### config.mk
export PLATFORM = sky130hd
export DESIGN_NAME = percent_unescape_stream
export DESIGN_NICKNAME = d
export VERILOG_FILES = /design/src/hdl/pcu_pkg.sv /design/src/hdl/pcu_decode.sv /design/src/hdl/pcu_emit.sv /design/src/hdl/percent_unescape_stream.sv
export SDC_FILE = /design/constraint.sdc
export NUM_CORES = 1
export LEC_CHECK = 0
export BUFFER_PORTS_ARGS = -buffer_cell sky130_fd_sc_hd__clkbuf_2
export CAP_MARGIN = 40
export CORE_MARGIN = 8
export CORE_UTILIZATION = 25
export CTS_CLUSTER_DIAMETER = 100
export DETAILED_ROUTE_END_ITERATION = 16
export GPL_TIMING_DRIVEN = 0
export PLACE_DENSITY = 0.46
export SLEW_MARGIN = 10
export SYNTH_ARGS = -nofsm -noshare
export SYNTH_HDL_FRONTEND = slang
export SYNTH_SLANG_ARGS = --single-unit
### constraint.sdc
create_clock -name clk -period 4.8 [get_ports clk]
set_clock_uncertainty 0.2 [all_clocks]
set_input_delay 0.48 -clock clk [delete_from_list [all_inputs] [get_ports clk]]
set_output_delay 0.48 -clock clk [all_outputs]
set_load 0.03 [all_outputs]
### src/hdl/pcu_pkg.sv
package pcu_pkg;

    localparam logic [1:0] ERR_NONE  = 2'd0;
    localparam logic [1:0] ERR_TRUNC = 2'd1;
    localparam logic [1:0] ERR_HEX   = 2'd2;

    localparam logic [7:0] CHAR_PCT   = 8'h25;
    localparam logic [7:0] CHAR_COLON = 8'h3a;
    localparam logic [7:0] CTRL_MAX   = 8'd31;
    localparam logic [7:0] CHAR_DEL   = 8'd127;

    localparam int BURST_MAX = 3;

    typedef struct packed {
        logic [7:0] data;
        logic       last;
        logic [1:0] err;
    } pcu_result_t;

    typedef struct packed {
        logic [1:0]                       count;
        pcu_result_t [BURST_MAX-1:0]      res;
    } pcu_burst_t;

    // Bit 4 set means the byte is not a hex digit.
    function automatic logic [4:0] hex_value(input logic [7:0] c);
        logic [4:0] v;
        v = 5'h10;
        if (c >= 8'h30 && c <= 8'h39)
        begin
            v = {1'b0, 4'(c - 8'h30)};
        end
        else if (c >= 8'h41 && c <= 8'h46)
        begin
            v = {1'b0, 4'(c - 8'h41 + 8'd10)};
        end
        else if (c >= 8'h61 && c <= 8'h66)
        begin
            v = {1'b0, 4'(c - 8'h61 + 8'd10)};
        end
        return v;
    endfunction

endpackage

### src/hdl/pcu_decode.sv
module pcu_decode (
    input  logic              clk,
    input  logic              rst_n,
    input  logic              take,
    input  logic [7:0]        in_byte,
    input  logic              in_last,
    output pcu_pkg::pcu_burst_t burst
);
    import pcu_pkg::*;

    typedef enum logic [1:0] {
        MODE_NORMAL,
        MODE_PCT,
        MODE_FIRST,
        MODE_DROP
    } mode_t;

    mode_t      mode_reg, mode_next;
    logic [7:0] first_reg, first_next;
    logic [4:0] hi_val, lo_val;
    logic [7:0] decoded;

    assign hi_val  = hex_value(first_reg);
    assign lo_val  = hex_value(in_byte);
    assign decoded = {hi_val[3:0], lo_val[3:0]};

    always_comb
    begin
        mode_next  = mode_reg;
        first_next = first_reg;
        burst      = '0;
        unique case (mode_reg)
            MODE_NORMAL:
            begin
                if (in_byte != CHAR_PCT)
                begin
                    burst.count  = 2'd1;
                    burst.res[0] = '{data: in_byte, last: in_last, err: ERR_NONE};
                end
                else if (in_last)
                begin
                    burst.count  = 2'd1;
                    burst.res[0] = '{data: 8'd0, last: 1'b1, err: ERR_TRUNC};
                end
                else
                begin
                    mode_next = MODE_PCT;
                end
            end
            MODE_PCT:
            begin
                if (in_last)
                begin
                    mode_next    = MODE_NORMAL;
                    burst.count  = 2'd1;
                    burst.res[0] = '{data: 8'd0, last: 1'b1, err: ERR_TRUNC};
                end
                else
                begin
                    first_next = in_byte;
                    mode_next  = MODE_FIRST;
                end
            end
            MODE_FIRST:
            begin
                if (hi_val[4] || lo_val[4])
                begin
                    mode_next    = in_last ? MODE_NORMAL : MODE_DROP;
                    burst.count  = 2'd1;
                    burst.res[0] = '{data: 8'd0, last: 1'b1, err: ERR_HEX};
                end
                else
                begin
                    mode_next = MODE_NORMAL;
                    if (decoded > CTRL_MAX && decoded != CHAR_DEL && decoded != CHAR_COLON)
                    begin
                        burst.count  = 2'd1;
                        burst.res[0] = '{data: decoded, last: in_last, err: ERR_NONE};
                    end
                    else
                    begin
                        // Unsafe decoded value: send the escape on unchanged.
                        burst.count  = 2'd3;
                        burst.res[0] = '{data: CHAR_PCT, last: 1'b0, err: ERR_NONE};
                        burst.res[1] = '{data: first_reg, last: 1'b0, err: ERR_NONE};
                        burst.res[2] = '{data: in_byte, last: in_last, err: ERR_NONE};
                    end
                end
            end
            MODE_DROP:
            begin
                if (in_last)
                begin
                    mode_next = MODE_NORMAL;
                end
            end
            default:
            begin
                mode_next = MODE_NORMAL;
            end
        endcase
    end

    always_ff @(posedge clk or negedge rst_n)
    begin
        if (!rst_n)
        begin
            mode_reg  <= MODE_NORMAL;
            first_reg <= '0;
        end
        else if (take)
        begin
            mode_reg  <= mode_next;
            first_reg <= first_next;
        end
    end

endmodule

### src/hdl/pcu_emit.sv
module pcu_emit (
    input  logic                 clk,
    input  logic                 rst_n,
    input  logic                 load,
    input  pcu_pkg::pcu_burst_t  burst,
    output logic                 can_load,
    output logic                 valid,
    input  logic                 ready,
    output pcu_pkg::pcu_result_t head
);
    import pcu_pkg::*;

    logic [1:0]                  cnt_reg, cnt_next;
    pcu_result_t [BURST_MAX-1:0] slot_reg, slot_next;
    logic                        pop;

    assign valid    = (cnt_reg != 2'd0);
    assign pop      = valid && ready;
    assign head     = slot_reg[0];
    // A new burst may enter once at most the final result is left and it leaves now.
    assign can_load = (cnt_reg == 2'd0) || (cnt_reg == 2'd1 && ready);

    always_comb
    begin
        cnt_next  = cnt_reg;
        slot_next = slot_reg;
        if (load)
        begin
            cnt_next  = burst.count;
            slot_next = burst.res;
        end
        else if (pop)
        begin
            cnt_next     = cnt_reg - 2'd1;
            slot_next[0] = slot_reg[1];
            slot_next[1] = slot_reg[2];
        end
    end

    always_ff @(posedge clk or negedge rst_n)
    begin
        if (!rst_n)
        begin
            cnt_reg <= '0;
        end
        else
        begin
            cnt_reg <= cnt_next;
        end
    end

    always_ff @(posedge clk)
    begin
        slot_reg <= slot_next;
    end

endmodule

### src/hdl/percent_unescape_stream.sv
// Percent-escape decoder for a byte stream.
// The slave channel takes one raw string byte per item, with tlast on the
// final byte of the string. The master channel gives result items: the
// decoded or passed-through byte, tlast on the last result of a string, and
// an error code in tuser (0 ok, 1 truncated escape, 2 non-hex digit).
// A '%' and its first digit give no result; the second digit gives one
// decoded byte, or three items ('%' and both raw digits) when the decoded
// value is a control code, DEL or a colon. An error result closes the string
// and the rest of its bytes are dropped.
// A result appears on the master side in the cycle after its input item is
// accepted. One item is accepted per cycle while the receiver keeps up; a
// three-item re-emit holds s_tready low until only its last item is left and
// is being taken, as the single result buffer serializes the burst.
// While the receiver stalls, the buffered result holds and s_tready drops
// once the buffer cannot take the next item's results.
// Reset clears the decode state to passthrough and empties the result
// buffer; no clearing pass is needed.
module percent_unescape_stream (
    input  logic       clk,
    input  logic       rst_n,
    input  logic       s_tvalid,
    output logic       s_tready,
    input  logic [7:0] s_tdata,   // [7:0] in_byte
    input  logic       s_tlast,   // in_last
    output logic       m_tvalid,
    input  logic       m_tready,
    output logic [7:0] m_tdata,   // [7:0] out_byte
    output logic       m_tlast,   // out_last
    output logic [1:0] m_tuser    // [1:0] error_code
);
    import pcu_pkg::*;

    logic        take;
    pcu_burst_t  burst;
    pcu_result_t head;
    logic        can_load;

    // An item is taken only when its results can all go into the buffer.
    assign s_tready = can_load;
    assign take     = s_tvalid && s_tready;

    pcu_decode u_decode (
        .clk     (clk),
        .rst_n   (rst_n),
        .take    (take),
        .in_byte (s_tdata),
        .in_last (s_tlast),
        .burst   (burst)
    );

    pcu_emit u_emit (
        .clk      (clk),
        .rst_n    (rst_n),
        .load     (take),
        .burst    (burst),
        .can_load (can_load),
        .valid    (m_tvalid),
        .ready    (m_tready),
        .head     (head)
    );

    assign m_tdata = head.data;
    assign m_tlast = head.last;
    assign m_tuser = head.err;

endmodule
Word-level counts from Yosys, hierarchy flattened
Index checks and enable logic that the tools add are counted.
{"block": "classes", "addsub": 11, "magnitude_cmp": 13, "eq_ne": 10, "mux": 30, "bitwise": 2, "n_reduce_logical": 21}
{"op": "2-to-1 mux 11 bit", "n": 6}
{"op": "2-to-1 mux 22 bit", "n": 2}
{"op": "case mux 11 bit (3 select lines)", "n": 1}
{"op": ">= comparator 8 x 7 -> 1 bit (second input constant)", "n": 4}
{"op": "<= comparator 8 x 7 -> 1 bit (second input constant)", "n": 4}
{"op": "2-to-1 mux 5 bit", "n": 6}
{"op": "subtractor 4 x 1 -> 4 bit (second input constant)", "n": 6}
{"op": "2-to-1 mux 2 bit", "n": 11}
{"op": "adder 4 bit (second input constant)", "n": 4}
{"op": ">= comparator 8 x 6 -> 1 bit (second input constant)", "n": 2}
{"op": "<= comparator 8 x 6 -> 1 bit (second input constant)", "n": 2}
{"op": "inequality test 8 x 6 -> 1 bit (second input constant)", "n": 2}
{"op": "logical AND 1 bit", "n": 11}
{"op": "> comparator 8 x 5 -> 1 bit (second input constant)", "n": 1}
{"op": "inequality test 8 x 7 -> 1 bit (second input constant)", "n": 1}
{"op": "case mux 2 bit (4 select lines)", "n": 1}
{"op": "inequality test 2 bit (second input constant)", "n": 3}
{"op": "case mux 2 bit (3 select lines)", "n": 1}
{"op": "== test 2 x 1 -> 1 bit (second input constant)", "n": 2}
{"op": "== test 2 bit (second input constant)", "n": 2}
{"op": "logical NOT 2 bit", "n": 2}
{"op": "AND reduction 4 bit", "n": 1}
{"op": "nonzero test 2 bit", "n": 2}
{"op": "2-to-1 mux 3 bit", "n": 1}
{"op": "7 further kinds", "n": 9}
{"block": "totals", "reg_bits": 45, "output_inout_bits": 13, "elab_cells": 99}

Depth between registers and ports, before layout
{"block": "logic_depth", "word_depth": 12, "mapped_depth": 10, "depth_no_buf": 9}

Hierarchy
Synthesis repeated with hierarchy kept, for this count alone.
{"block": "hier_totals", "cells_unflattened": 239, "area_unflattened_um2": 2741.4}
{"mod": "pcu_emit", "instances": 1, "cells_per_inst": 87, "area_each_um2": 1507.7}
{"mod": "pcu_decode", "instances": 1, "cells_per_inst": 151, "area_each_um2": 1227.4}
{"mod": "percent_unescape_stream", "instances": 1, "cells_per_inst": 1, "area_each_um2": 6.3}

Least setup slack after synthesis
No wires, ideal clock.
{"block": "synth_path", "path_type": "input -> register", "start": "input s_tdata[0]", "end": "register u_emit.slot_reg (netlist bit u_emit.head[4]), data pin", "setup_time_ps": 169, "arrival_ps": 2411, "t_required_ps": 4431, "setup_slack_ps": 2020, "cell_stages": 10, "n_path_buf": 1, "path_cell_list": "buf_6 inv_1 ha_1 o21bai_4 a21oi_4 a31oi_1 nor2_1 a311o_1 o31a_2 o31ai_1"}
{"item": "start, declared", "line_no": "percent_unescape_stream.sv:23", "text": "input logic [7:0] s_tdata,"}
{"item": "end signal, assigned", "line_no": "pcu_emit.sv:54", "text": "slot_reg <= slot_next;"}
{"item": "end, declared", "line_no": "pcu_emit.sv:14", "text": "pcu_result_t [BURST_MAX-1:0] slot_reg, slot_next;"}

==> run metrics <==
power density over the cells=around 390 nW/um^2; Period minus WS final=~3.2 ns; Synth cell types=60; fin. max-slew vios=0; CTS H-tree lvls=2; final antenna diode count=0; Post-synth EDFFs=29; post-layout util=between 20 and 30%; Critical Path Source Type=input port; CTS root buf=clkbuf_8; max reg flops=18; synth warn=0; crit-path max cell delay=~0.45 ns; total I/O pin count=26; Critical Path End Type=flip-flop; GPL Wtd Cong=0.843; area grow syn2layout=14.6%; CTS Hold Buffers Added=1; mean post-synth cell area=about 11 sq um; Iter 0 DRT Violations=158; largest net degree at the start of global routing=25; first-pass iteration count of the detailed router=4; most frequent cells in the layout=edfxtp_1 (29), clkbuf_2 (24), nand2_1 (23), nor2_1 (14), a21oi_1 (13); layout cells sized above 1=slightly below 30%; Main synth FF type=edfxtp_1; Async S/R FF share, synth=slightly below 30%; number of buffers created by CTS=5; via count=~1900; Slowest cell on crit path=a31oi_1; RSZ-0062 raised after global routing=no; flops & latches, synth=a little over 40; arrival time worst endpoint=3.08 ns; total core area=10200 sq um; DR DRC count=0; total power=roughly 1.2 mW; Hold Crit Class=flip-flop to flip-flop; Buf/Inv on CP=3; nets=slightly below 300; Fin. Hold Viols=0; total of max-cap violations=0; status=complete, no violations; Reg clk slew, reported paths=approximately 0.08 ns; # clock sinks=41; vias in the first global route=1966; top cell family by delay on the critical path=compound AO/OA/AOI/OAI gates; setup_tns=0 ns; most common cell after layout, fill and taps aside=edfxtp_1; CTS tree=yes; post-synth net total=260; Rel. slew slack=a little over half; Post-Syn Instances=238; Worst Path Max Fanout=9; max frequency=313 MHz; Antenna Nets Post-Route=0; initial core utilization=between 20 and 30%; final WL=~6400 um; num rows=37; worst endpoint required time=about 4.7 ns; average vias per placed instance=roughly 4.7; cells along the critical path=clkbuf_2, buf_6, inv_1, ha_1, o21bai_4, a21oi_4, a31oi_1, nor2_1, a311o_1, o31a_2, o31ai_1; full die area=~14000 sq um; Setup Viol. Count Final=0; Port Buffer Count=24; fin crit share=66.6%; peak supply drop=about 0.000096 V; Worst-Margin Slew=0.685 ns; GR Overflow Total=0; worst skew pair latency=between 0.2 and 0.3 ns; Post-Syn Area=approximately 2600 sq um; GRT Util Overall=under 10%; die width=around 120 um; post-detail-place hpwl=4780 um; Clock Path Buffers=2; initial antenna violation count=0; DIE HEIGHT=around 120 um; post-CTS setup buffers=0; routed length per instance=15.7 um; register area share after synthesis=between 40% and 50%; global-route wire length before repair=10600 um; WS Path Type=input port to flip-flop; post-CTS sizing=0; Pleak=1.15 nW
## per-layer routing
layer / vias up / part of all wire [%] / track usage [%]
li1: 935 / - / -
met3: 4 / 4.3 / 2.40
met5: - / 0 / 0
met1: 933 / 49 / 12.5
met4: 0 / 0.57 / 2.32
met2: 45 / 46 / 15.0
## where the power goes
group          leakage, nW  internal (mW)  switching, mW
clock               0.0377         0.0979          0.123
combinational        0.673          0.153          0.276
sequential           0.437          0.494         0.0254
## worst reg2reg max path, delay by kind of cell, from the launching register on
family | cells | cell delay [ns]
AOI/OAI and AO/OA | 5 | 1.12
muxes | 1 | 0.56
DFF | 1 | 0.42
adders and majority gates | 1 | 0.24
buffers and inverters | 1 | 0.21
and+or+nand+nor | 1 | 0.11
## path summary, 6_finish.rpt
check / to / slack [ns] / cells after the start / start
max reg2reg: u_emit.head[4]$_DFFE_PP_ / 1.73 / 9 / u_decode.first_reg[0]$_DFFE_PN0P_
min: u_emit.slot_reg[21]$_DFFE_PP_ / 0.32 / 1 / u_emit.slot_reg[32]$_SDFFCE_PP0P_
max in group asynchronous: u_emit.cnt_reg[1]$_DFFE_PN0P_ / 3.79 / 2 / rst_n
min in group asynchronous: u_decode.first_reg[2]$_DFFE_PN0P_ / 0.39 / 2 / rst_n
max: u_emit.head[4]$_DFFE_PP_ / 1.60 / 11 / s_tdata[0]
min reg2reg: u_emit.slot_reg[21]$_DFFE_PP_ / 0.32 / 1 / u_emit.slot_reg[32]$_SDFFCE_PP0P_
## cells in the mapped netlist, types with 5 or more instances
| cell | count | area share, % |
|---|---|---|
| o21ai_0 | 12 | 2.3 |
| a21oi_1 | 13 | 2.5 |
| ha_1 | 9 | 4.3 |
| nand3_1 | 7 | 1.3 |
| inv_1 | 10 | 1.4 |
| and2_2 | 6 | 1.7 |
| mux2_2 | 7 | 3.0 |
| nand2_1 | 23 | 3.3 |
| dfrtp_1 | 12 | 12 |
| buf_4 | 12 | 3.5 |
| nor2_1 | 14 | 2.0 |
| edfxtp_1 | 29 | 34 |
| nor3_1 | 5 | 0.96 |
## logic make-up after synthesis
group / after synthesis / share of synthesized area, %
buffers and inverters: 29 / 6.84
multiplexers: 9 / 3.81
other: 1 / 0.144
adder cells (fa/ha/maj): 9 / 4.34
AND/OR/NAND/NOR: 84 / 20.1
flip-flops: 41 / 45.1
XOR/XNOR: 2 / 0.674
AO/OA/AOI/OAI: 63 / 19.0
## per-stage QoR
stage | setup WS (ns) | area, sq um | instances | hold slack [ns]
after global routing | 1.46 | 2980 | 406 | 0.337
after detailed placement | 1.36 | 2890 | 398 | 0.182
after CTS | 1.64 | 2980 | 406 | 0.322
after floorplan | 2.02 | 2600 | 238 | -0.0156
after global placement | 1.36 | 2890 | 398 | 0.182
final | 1.60 | 2980 | 406 | 0.324
## final cells by class
type                       count  area [sq um]
fill                        1098          7210
multi-input combinational    168          1250
sequential                    41          1170
tap                          136           170
buffer                        19           140
timing repair buffer          25           130
clock buffer                   5          68.8
inverter                      10          37.5
clock inverter                 2          11.3
(Power assumes the default switching activity.)
